File: src/sv/ptd_pkg.sv
// Package: shared types and constants of the periodic task dispatcher.
`default_nettype none
package ptd_pkg;
  localparam int TASK_SLOTS = 16;
  localparam int SLOT_W = 4;
  localparam int CNT_W = 5;
  localparam int DATA_W = 32;
  localparam int CFG_IDX_W = 1;
  localparam int QUEUE_DEPTH = 2;

  localparam logic [DATA_W-1:0] DEFAULT_INTERVAL_RESET = 32'd50;
  localparam logic [2:0] START_NOW_BIT = 3'h4;
  localparam logic [2:0] STORED_STATUS_MASK = 3'h3;
  localparam logic [2:0] STATUS_ERROR = 3'd7;
  localparam logic [2:0] STATUS_SCHEDULED = 3'd1;
  localparam logic [2:0] STATUS_ONE_TIME = 3'd2;
  localparam logic [2:0] STATUS_PAUSED = 3'd0;
  localparam logic [2:0] STATUS_MAX = 3'd6;

  localparam logic [CFG_IDX_W-1:0] CFG_DEFAULT_INTERVAL = 1'd0;
  localparam logic [CFG_IDX_W-1:0] CFG_MAX_INTERVAL = 1'd1;

  typedef enum logic [2:0] {
    KIND_ADD = 3'd0, KIND_REMOVE = 3'd1, KIND_MODIFY = 3'd2, KIND_PAUSE = 3'd3,
    KIND_RESUME = 3'd4, KIND_QUERY = 3'd5, KIND_TICK = 3'd6, KIND_SCAN = 3'd7
  } kind_t;

  typedef struct packed {
    logic [2:0]        kind;
    logic [SLOT_W-1:0] slot;
    logic [DATA_W-1:0] interval;
    logic [2:0]        status;
  } req_t;

  typedef struct packed {
    logic              ok;
    logic [2:0]        task_status;
    logic              dispatch;
    logic [SLOT_W-1:0] dispatched_slot;
  } rsp_t;

  // Classified command handed from front to back.
  typedef struct packed {
    kind_t             kind;
    logic [SLOT_W-1:0] slot;
    logic [DATA_W-1:0] interval;
    logic [2:0]        status;
    logic              slot_ok;
  } cmd_t;
endpackage
`default_nettype wire

File: src/sv/ptd_if.sv
// Interfaces: request and response channels.
`default_nettype none
interface ptd_req_if;
  import ptd_pkg::*;
  logic valid;
  logic ready;
  req_t data;
  modport source (output valid, output data, input ready);
  modport sink (input valid, input data, output ready);
endinterface

interface ptd_rsp_if;
  import ptd_pkg::*;
  logic valid;
  logic ready;
  rsp_t data;
  modport source (output valid, output data, input ready);
  modport sink (input valid, input data, output ready);
endinterface
`default_nettype wire

File: src/sv/periodic_task_dispatcher_core.sv
// Top level: periodic task dispatcher, front queue plus table back end.
//
//  channel | dir | payload                                   | handshake
//  req     | in  | kind, slot, interval, status              | valid/ready
//  rsp     | out | ok, task_status, dispatch, dispatched_slot| valid/ready
//  cfg     | in  | cfg_idx, cfg_data                         | cfg_we only
//
// One transaction per cycle sustained: the back end executes one queued
// command each cycle on register arrays. A request waits in the two-entry
// front queue and its response is held in the response register. Reset is
// synchronous; only control state and the presence bits clear. A stalled
// response holds the back end; the queue keeps accepting until both
// entries are full.
`default_nettype none
module periodic_task_dispatcher_core (
  input  wire logic clk,
  input  wire logic rst,
  ptd_req_if.sink   req,
  ptd_rsp_if.source rsp,
  input  wire logic cfg_we,
  input  wire logic [ptd_pkg::CFG_IDX_W-1:0] cfg_idx,
  input  wire logic [ptd_pkg::DATA_W-1:0]    cfg_data
);
  import ptd_pkg::*;

  cmd_t cmd;
  logic cmd_valid, cmd_ready;

  // Accept and classify.
  ptd_front u_front (
    .clk(clk), .rst(rst), .req(req),
    .cmd(cmd), .cmd_valid(cmd_valid), .cmd_ready(cmd_ready)
  );

  // Execute against the table.
  ptd_back u_back (
    .clk(clk), .rst(rst),
    .cmd(cmd), .cmd_valid(cmd_valid), .cmd_ready(cmd_ready),
    .cfg_we(cfg_we), .cfg_idx(cfg_idx), .cfg_data(cfg_data),
    .rsp(rsp)
  );

  // Back end must always be ready to take a command while no response is pending.
  a_ready_when_idle: assert property (@(posedge clk) disable iff (rst)
    !rsp.valid |-> cmd_ready) else $error("back end stalled while idle");

  // A dispatch result always reports success.
  a_dispatch_ok: assert property (@(posedge clk) disable iff (rst)
    rsp.valid && rsp.data.dispatch |-> rsp.data.ok) else $error("dispatch without ok");

  // Stalled response holds until taken.
  a_rsp_hold: assert property (@(posedge clk) disable iff (rst)
    rsp.valid && !rsp.ready |=> rsp.valid && $stable(rsp.data))
    else $error("response changed under stall");
endmodule
`default_nettype wire

File: src/sv/ptd_front.sv
// Front end: accept requests, classify them, and queue commands.
`default_nettype none
module ptd_front (
  input  wire logic         clk,
  input  wire logic         rst,
  ptd_req_if.sink           req,
  output ptd_pkg::cmd_t     cmd,
  output logic              cmd_valid,
  input  wire logic         cmd_ready
);
  import ptd_pkg::*;

  cmd_t q [QUEUE_DEPTH];
  logic rd_ptr, wr_ptr;
  logic [1:0] fill;
  logic push, pop;
  cmd_t in_cmd;

  always_comb begin
    in_cmd.kind = kind_t'(req.data.kind);
    in_cmd.slot = req.data.slot;
    in_cmd.interval = req.data.interval;
    in_cmd.status = req.data.status;
    in_cmd.slot_ok = ({1'b0, req.data.slot} < (SLOT_W+1)'(TASK_SLOTS));
  end

  assign req.ready = (fill != 2'(QUEUE_DEPTH));
  assign push = req.valid && req.ready;
  assign cmd_valid = (fill != 2'd0);
  assign pop = cmd_valid && cmd_ready;
  assign cmd = q[rd_ptr];

  always_ff @(posedge clk) begin
    if (push) q[wr_ptr] <= in_cmd;
    if (rst) begin
      rd_ptr <= 1'b0;
      wr_ptr <= 1'b0;
      fill <= 2'd0;
    end else begin
      if (push) wr_ptr <= ~wr_ptr;
      if (pop) rd_ptr <= ~rd_ptr;
      fill <= fill + 2'(push) - 2'(pop);
    end
  end
endmodule
`default_nettype wire

File: src/sv/ptd_back.sv
// Back end: task table, ring links, tick counter, and response register.
`default_nettype none
module ptd_back (
  input  wire logic                     clk,
  input  wire logic                     rst,
  input  wire ptd_pkg::cmd_t            cmd,
  input  wire logic                     cmd_valid,
  output logic                          cmd_ready,
  input  wire logic                     cfg_we,
  input  wire logic [ptd_pkg::CFG_IDX_W-1:0] cfg_idx,
  input  wire logic [ptd_pkg::DATA_W-1:0]    cfg_data,
  ptd_rsp_if.source                     rsp
);
  import ptd_pkg::*;

  logic [DATA_W-1:0] default_interval, max_interval, tick_counter;
  logic [CNT_W-1:0]  task_count;
  logic [SLOT_W-1:0] ring_head, scan_pointer;
  logic [TASK_SLOTS-1:0] slot_present;
  logic [2:0]        slot_status [TASK_SLOTS];
  logic [DATA_W-1:0] slot_period [TASK_SLOTS];
  logic [DATA_W-1:0] slot_deadline [TASK_SLOTS];
  logic [SLOT_W-1:0] ring_next [TASK_SLOTS];
  logic [SLOT_W-1:0] ring_prev [TASK_SLOTS];

  logic go;
  logic usable, full;
  logic [DATA_W-1:0] add_ivl;
  logic [2:0] add_st;
  logic [SLOT_W-1:0] s, tail, nx, pv, c;
  logic [DATA_W-1:0] lag;
  logic due;
  rsp_t r;

  assign cmd_ready = !rsp.valid || rsp.ready;
  assign go = cmd_valid && cmd_ready;
  assign s = cmd.slot;
  assign usable = cmd.slot_ok && slot_present[s];
  assign full = (task_count == CNT_W'(TASK_SLOTS));
  assign tail = ring_prev[ring_head];
  assign nx = ring_next[s];
  assign pv = ring_prev[s];
  assign c = scan_pointer;
  assign add_ivl = (cmd.interval == '0 || cmd.interval > max_interval) ?
                   default_interval : cmd.interval;
  assign add_st = (cmd.status == STATUS_ERROR) ? STATUS_SCHEDULED : cmd.status;
  assign lag = tick_counter - slot_deadline[c];
  assign due = (slot_status[c] != STATUS_PAUSED) && !lag[DATA_W-1];

  always_comb begin
    r = '0;
    case (cmd.kind)
      KIND_ADD:    r.ok = cmd.slot_ok && !slot_present[s] && !full;
      KIND_REMOVE: r.ok = usable && task_count != '0;
      KIND_MODIFY: r.ok = usable && cmd.status <= STATUS_MAX;
      KIND_PAUSE, KIND_RESUME: r.ok = usable && !full;
      KIND_QUERY: begin
        r.ok = usable;
        r.task_status = usable ? slot_status[s] : STATUS_ERROR;
      end
      KIND_TICK: r.ok = 1'b1;
      KIND_SCAN: begin
        r.ok = task_count != '0;
        r.dispatch = r.ok && due;
        r.dispatched_slot = r.dispatch ? c : '0;
      end
      default: r = '0;
    endcase
  end

  // Table and link arrays need no reset: every read is guarded by slot_present or a nonzero task_count.
  always_ff @(posedge clk) begin
    if (go && r.ok) begin
      case (cmd.kind)
        KIND_ADD: begin
          if (task_count == '0) begin
            ring_next[s] <= s;
            ring_prev[s] <= s;
          end else begin
            ring_next[tail] <= s;
            ring_prev[s] <= tail;
            ring_next[s] <= ring_head;
            ring_prev[ring_head] <= s;
          end
          slot_deadline[s] <= tick_counter + ((add_st & START_NOW_BIT) != '0 ? '0 : add_ivl);
          slot_period[s] <= add_ivl;
          slot_status[s] <= add_st & STORED_STATUS_MASK;
        end
        KIND_REMOVE: begin
          ring_next[pv] <= nx;
          ring_prev[nx] <= pv;
        end
        KIND_MODIFY: begin
          slot_period[s] <= cmd.interval;
          slot_status[s] <= cmd.status;
          slot_deadline[s] <= (cmd.status == STATUS_SCHEDULED ||
                               cmd.status == STATUS_ONE_TIME) ?
                              tick_counter + cmd.interval : '0;
        end
        KIND_PAUSE: slot_status[s] <= STATUS_PAUSED;
        KIND_RESUME: begin
          slot_status[s] <= STATUS_SCHEDULED;
          slot_deadline[s] <= tick_counter + slot_period[s];
        end
        KIND_SCAN: begin
          if (due) begin
            if ((slot_status[c] & STATUS_ONE_TIME) != '0)
              slot_status[c] <= STATUS_PAUSED;
            else
              slot_deadline[c] <= tick_counter + slot_period[c];
          end
        end
        default: ;
      endcase
    end
    if (go) rsp.data <= r;
  end

  always_ff @(posedge clk) begin
    if (rst) begin
      default_interval <= DEFAULT_INTERVAL_RESET;
      max_interval <= '1;
      tick_counter <= '0;
      task_count <= '0;
      ring_head <= '0;
      scan_pointer <= '0;
      slot_present <= '0;
      rsp.valid <= 1'b0;
    end else begin
      if (cfg_we) begin
        if (cfg_idx == CFG_DEFAULT_INTERVAL) default_interval <= cfg_data;
        else if (cfg_idx == CFG_MAX_INTERVAL) max_interval <= cfg_data;
      end
      if (go) rsp.valid <= 1'b1;
      else if (rsp.ready) rsp.valid <= 1'b0;
      if (go && r.ok) begin
        case (cmd.kind)
          KIND_ADD: begin
            if (task_count == '0) begin
              ring_head <= s;
              scan_pointer <= s;
            end
            slot_present[s] <= 1'b1;
            task_count <= task_count + CNT_W'(1);
          end
          KIND_REMOVE: begin
            slot_present[s] <= 1'b0;
            task_count <= task_count - CNT_W'(1);
            if (task_count == CNT_W'(1)) begin
              ring_head <= '0;
              scan_pointer <= '0;
            end else begin
              if (ring_head == s) ring_head <= nx;
              if (scan_pointer == s) scan_pointer <= nx;
            end
          end
          KIND_TICK: tick_counter <= tick_counter + DATA_W'(1);
          KIND_SCAN: scan_pointer <= ring_next[c];
          default: ;
        endcase
      end
    end
  end
endmodule
`default_nettype wire
File: src/flat_wrapper.sv
// flat-port wrapper written by rule: the top's interface ports become plain ports
module periodic_task_dispatcher_core_flat import ptd_pkg::*;
  (clk, rst, cfg_we, cfg_idx, cfg_data, req_valid, req_data, req_ready, rsp_valid, rsp_data, rsp_ready);
  ptd_req_if req_i ();
  ptd_rsp_if rsp_i ();
  input  wire logic clk;
  input  wire logic rst;
  input  wire logic cfg_we;
  input  wire logic [ptd_pkg::CFG_IDX_W-1:0] cfg_idx;
  input  wire logic [ptd_pkg::DATA_W-1:0] cfg_data;
  input wire logic [$bits(req_i.valid)-1:0] req_valid;
  input wire logic [$bits(req_i.data)-1:0] req_data;
  output wire logic [$bits(req_i.ready)-1:0] req_ready;
  output wire logic [$bits(rsp_i.valid)-1:0] rsp_valid;
  output wire logic [$bits(rsp_i.data)-1:0] rsp_data;
  input wire logic [$bits(rsp_i.ready)-1:0] rsp_ready;
  assign req_i.valid = req_valid;
  assign req_i.data = req_data;
  assign req_ready = req_i.ready;
  assign rsp_valid = rsp_i.valid;
  assign rsp_data = rsp_i.data;
  assign rsp_i.ready = rsp_ready;
  periodic_task_dispatcher_core u_core (.clk(clk), .rst(rst), .req(req_i), .rsp(rsp_i), .cfg_we(cfg_we), .cfg_idx(cfg_idx), .cfg_data(cfg_data));
endmodule
File: config.mk
export PLATFORM = sky130hd
export DESIGN_NAME = periodic_task_dispatcher_core_flat
export DESIGN_NICKNAME = d
export VERILOG_FILES = /design/src/sv/ptd_pkg.sv /design/src/sv/ptd_if.sv /design/src/sv/periodic_task_dispatcher_core.sv /design/src/sv/ptd_front.sv /design/src/sv/ptd_back.sv /design/src/flat_wrapper.sv
export SDC_FILE = /design/constraint.sdc
export NUM_CORES = 2
export LEC_CHECK = 0
export BUFFER_PORTS_ARGS = -buffer_cell sky130_fd_sc_hd__buf_4
export CAP_MARGIN = 30
export CORE_MARGIN = 3
export CORE_UTILIZATION = 50
export CTS_BUF_LIST = sky130_fd_sc_hd__clkbuf_2
export DETAILED_ROUTE_END_ITERATION = 10
export GPL_ROUTABILITY_DRIVEN = 0
export PLACE_DENSITY = 0.66
export SLEW_MARGIN = 20
export SYNTH_ARGS = -nofsm -noshare
export SYNTH_HDL_FRONTEND = slang
export SYNTH_SLANG_ARGS = --single-unit
File: constraint.sdc
create_clock -name clk -period 21 [get_ports clk]
set_input_delay 1.05 -clock clk [delete_from_list [all_inputs] [get_ports clk]]
set_output_delay 1.05 -clock clk [all_outputs]
set_load 0.05 [all_outputs]
After elaboration in Yosys (flattened, before gate mapping):

Memories as Yosys holds them, arrays and structs flattened. A register that Yosys moved wholly into a read port is not among the register bits.
Cells that the tools add are included.

* bits in writable memories: 1284
* memories: 6
* latch bits: 0
* register bits: 139
* memory bits (read-only): 0
* input bits: 80

* multipliers: 0
* magnitude comparators: 4
* reductions and logical operators: 40
* multiplexer cells: 88
* add/subtract/negate cells: 10
* divide/modulo/power cells: 0
* equal/unequal tests: 19
* bitwise logic cells: 17
* shift-type cells: 0

Memories
* u_core.u_back.slot_deadline: words 16, width 32, read ports 1, clocked after Yosys merged registers in 1, write ports 1, RTL line ptd_back.sv:22 `logic [DATA_W-1:0] slot_deadline [TASK_SLOTS];`
* u_core.u_back.slot_period: words 16, width 32, read ports 2, clocked after Yosys merged registers in 1, write ports 1, RTL line ptd_back.sv:21 `logic [DATA_W-1:0] slot_period [TASK_SLOTS];`
* u_core.u_front.q: words 2, width 42, read ports 1, clocked after Yosys merged registers in 1, write ports 1, RTL line ptd_front.sv:13 `cmd_t q [QUEUE_DEPTH];`
* u_core.u_back.ring_next: words 16, width 4, read ports 2, clocked after Yosys merged registers in 1, write ports 2, RTL line ptd_back.sv:23 `logic [SLOT_W-1:0] ring_next [TASK_SLOTS];`
* u_core.u_back.ring_prev: words 16, width 4, read ports 2, clocked after Yosys merged registers in 1, write ports 2, RTL line ptd_back.sv:24 `logic [SLOT_W-1:0] ring_prev [TASK_SLOTS];`
* u_core.u_back.slot_status: words 16, width 3, read ports 2, clocked after Yosys merged registers in 1, write ports 1, RTL line ptd_back.sv:20 `logic [2:0] slot_status [TASK_SLOTS];`

Operator list (count)
* 32-bit two-way mux: 7
* 32-bit adder: 4
* 4-bit two-way mux: 23
* 1-bit two-way mux: 45
* 32-bit by 1-bit adder with 32-bit output (second input constant): 1
* 32-bit greater-than comparator: 1
* 32-bit logical NOT: 1
* 16-bit one-hot mux with 2 select lines: 1
* 32-bit OR reduction: 1
* 32-bit subtractor: 1
* 3-bit two-way mux: 6
* 16-bit AND: 1
* 16-bit NOT: 1
* 16-bit bitwise OR: 1
* 3-bit == test (second input constant): 5
* 4-bit == test: 3
* 4-bit one-hot mux with 3 select lines: 1
* 1-bit logical AND: 10
* 5-bit one-hot mux with 2 select lines: 1
* 2-bit AND reduction: 5
* 3-bit by 2-bit == test with 1-bit output (second input constant): 3
* 1-bit bitwise OR: 8
* 4-bit one-hot mux with 2 select lines: 1
* 4-bit AND reduction: 2
* 28 further kinds: 45

Logic depth before layout (Yosys ltp):

* word-level depth: 13
* mapped depth: 29

By module:

A second synthesis with hierarchy kept.

* cells, all modules: 4700
* area, all modules: 72081.6 um^2

Modules (own cells, without submodules)
* ptd_back: times used 1, sequential area each 38987.4 um^2, cells each 4543, area an instance 68595.8 um^2
* ptd_front: times used 1, sequential area each 2622.5 um^2, cells each 157, area an instance 3485.8 um^2

Worst setup path before layout:

No wires, ideal clock.

* path kind: flip-flop to flip-flop
* start: register (tool-made name)
* end: memory u_core.u_back.slot_deadline[0][29], data pin
* setup slack: 13.396 ns
* cell stages (with the launch flop): 29
* buffers on the path: 7
* required time: 20.660 ns
* arrival time: 7.263 ns
* clock period less this slack: 7.604 ns
* library setup time: 0.340 ns
* cells stage by stage: dfxtp_1 > buf_4 > buf_6 > buf_6 > buf_4 > buf_2 > buf_1 > mux2_2 > ha_1 > and2_0 > a221o_1 > a221oi_1 > o21ai_0 > a221oi_4 > clkbuf_1 > mux2i_1 > nor2_1 > ha_1 > or4_1 > o211a_1 > a21oi_1 > o31ai_1 > a211oi_1 > o31ai_1 > a21oi_1 > xor2_1 > o221ai_1 > o21ai_0 > a211oi_1

RTL lines (RTL line)
* end, declared: ptd_back.sv:22

==> impl_metrics.yaml <==
outcome:
  outcome: "finished clean"
route:
  drt-vias-per-instance: 6.39
  routed_wl_um: 211000
  drc_errors: 0
  vias: 47600
  route.antenna.remaining_nets: 0
  wire_per_inst_um: 28.3
  drtIter0Drc: 4996
  first_pass_iters: 6
power:
  p_per_area_mw_per_mm2: 104
  power_mw: 8.27
  leakagePower_nw: 28.1
  vdd_ir_drop_max_uv: 56.1
synth:
  ys.flop_type: "edfxtp_1"
  synth_cell_types: 91
  syn-num-nets: 5094
  seq_area_frac_synth_pct: 58.1
  synth_edf_count: 1293
  synth_async_sr_flop_share_pct: 0
  ys_ff_latch: 1432
  synth_area_mm2: 0.0716
  syn_inst: 4818
  ys_warn_count: 0
  syn_area_per_cell_um2: 14.9
place:
  dp_cells: 6658
  port_buffers: 90
  place_hpwl_um: 134000
setup_path:
  arrival_ns: 10.18
  worstPathRequired_ns: 22.37
  worstReg2RegEnd: "u_core.u_back.slot_deadline[5][10]$_DFFE_PP_"
  rrSetupSlack_ns: 12.18
  crit_path_start_kind: "register"
  setup.worst_path.class: "register to register"
  worstSetupEndpointType: "register"
  path_max_fanout: 68
  reg2reg_depth: 19
sta:
  fin_tns_setup_ns: 0
  max_slew.worst_pin.slew_ns: 1.25
  setup_viol: 0
  fmax_mhz: 113
  post-route-min-period_ns: 8.82
  hold_viol: 0
  holdWs_ns: 0.168
  period_share_pct: 42.0
  slew-limit-headroom_pct: 16.6
  slew_violations: 0
  fin_skew_ns: 0.145
  rsz0062_at_grt: "false"
clock_network:
  cts_tree: "built"
  cts.clk_slew.worst_paths_ns: 0.10
  root_buffer: "clkbuf_2"
  cts_setup_buffers: 0
  postCtsHoldBufs: 159
  clk_latency_ns: 1.81
  cts_resized: 0
  clock_sinks: 1432
  cts.htree.levels: 5
  clockBufferDepth: 4
  cts_buffers: 369
global_routing:
  gr-total-overflow: 0
  antenna_found_initial: 9
  grt_pass1_vias: 47900
  grt_max_degree: 90
  grt_pass1_wl_um: 312000
  grt_usage_pct: 28.7
floorplanning:
  die_w_um: 384
  rows: 138
  die_h_um: 384
  initial_core_util_pct: 50.4
  die-area_mm2: 0.148
  core-area_mm2: 0.142
  pin_count: 91
layout:
  final_cells: 7455
  drive_above_1_share_pct: 27.2
  final_common_cell: "edfxtp_1"
  area_delta_synth_final_pct: 11.4
  final_nets: 5583
  final_cell_mix: "edfxtp_1 (1293), mux4_2 (538), clkbuf_2 (516)"
job:
  cap_violations: 0
hold_path:
  holdPathEnd: "u_core.u_front.q[1][15]$_DFFE_PP_"
  hp-start: "req_data[15]"
  min_path_cells: 2
  hp-class: "input pin to register"
## cell usage after synthesis, types with 15 or more instances
master,count,share of area (%)
edfxtp_1,1293,54
mux4_2,538,17
nand2_1,438,2.3
nor2_1,260,1.4
a21oi_1,203,1.4
ha_1,192,3.4
o21ai_0,178,1.2
clkbuf_1,173,0.91
dfxtp_1,139,3.9
inv_1,113,0.59
mux2_2,103,1.6
xnor2_1,90,1.1
and3_1,89,0.78
mux2i_1,87,1.2
a21o_1,71,0.74
nor3_1,69,0.48
a31oi_1,64,0.56
nand3_1,63,0.44
xor2_1,63,0.77
buf_2,50,0.35
a211o_1,38,0.46
buf_1,34,0.18
a211oi_1,31,0.33
nand4_1,31,0.27
nand2b_1,30,0.26
nor2b_1,30,0.26
o211ai_1,29,0.30
o21a_1,21,0.22
o31ai_1,21,0.22
and2_1,20,0.17
or3_1,19,0.17
a311oi_1,18,0.22
nor4_1,18,0.16
o21bai_1,18,0.19
or2_2,18,0.16
o22ai_1,15,0.13
## stage by stage
stage | util, % | area [um^2] | setup WS (ns)
after floorplan | - | 71600 | 13.40
final | 56.2 | 79700 | 12.18
after CTS | 56.1 | 79600 | 12.33
after global placement | 52.7 | 74700 | 12.33
after detailed placement | 52.8 | 74900 | 12.34
after global routing | 56.2 | 79700 | 12.02
## report_power, final
part / internal [mW] / total (mW) / switching [mW]
logic: 1.01 / 2.83 / 1.82
registers: 3.53 / 3.59 / 0.0618
clock network: 0.727 / 1.85 / 1.12
total: 5.27 / 8.27 / 3.00
## area by class of cell
cell class                 instances  area (um^2)
fill                           11400        62200
sequential                      1432        41600
multi-input combinational       2999        28800
timing repair buffer             391         3390
clock buffer                     514         2570
tap                             1890         2360
clock inverter                   102          566
inverter                         114          428
antenna                           13         32.5
## worst max-delay path by stage
stage | depth (start not counted) | endpoint | from | slack, ns
after CTS | 18 | u_core.u_back.slot_deadline[4][10]$_DFFE_PP_ | register | 12.33
final | 19 | u_core.u_back.slot_deadline[5][10]$_DFFE_PP_ | register | 12.18
after global routing | 19 | u_core.u_back.slot_deadline[7][10]$_DFFE_PP_ | register | 12.02
after detailed placement | 18 | u_core.u_back.slot_deadline[4][10]$_DFFE_PP_ | register | 12.34
after floorplan | 28 | u_core.u_back.slot_deadline[0][29]$_DFFE_PP_ | register | 13.40
after global placement | 17 | u_core.u_back.slot_deadline[5][16]$_DFFE_PP_ | register | 12.33
## registers in the layout, indices dropped and copies added, names as in the netlist, 48 cells and up, named ones only
register	count
u_core.u_back.ring_prev	64
u_core.u_front.q	84
u_core.u_back.slot_period	512
u_core.u_back.ring_next	64
u_core.u_back.slot_status	48
u_core.u_back.slot_deadline	512
## routing by layer
| metal | GRT usage [%] | vias to the layer above | wire length [um] |
|---|---|---|---|
| met3 | 6.02 | 521 | 20100 |
| met1 | 37.9 | 24200 | 80400 |
| li1 | - | 20400 | - |
| met4 | 13.9 | 6 | 10600 |
| met2 | 45.7 | 2478 | 100000 |
| met5 | 0 | - | 97 |
## logic make-up after synthesis
family	after synthesis	synth area share (%)
flip-flops	1432	58.1
XOR/XNOR	153	1.87
adder cells (fa/ha/maj)	196	3.47
multiplexers	730	19.8
AO/OA/AOI/OAI	798	7.26
AND/OR/NAND/NOR	1122	7.25
buffers and inverters	387	2.22
## critical path: stages (launching register included)
cell and delay (ns):
dfxtp_4 0.85, buf_4 0.63, buf_4 0.82, buf_4 0.81, mux4_2 0.44, mux4_2 0.47
inv_1 0.08, ha_1 0.23, a21oi_1 0.19, o21ai_0 0.16, a22oi_1 0.24, nand2_1 0.08
o31ai_1 0.53, a31oi_1 0.41, o211ai_1 0.27, buf_4 0.65, nor2_1 0.10, a21oi_1 0.81
nor2_4 0.05, buf_4 0.37
No activity file was read; power rests on OpenSTA's default activity.
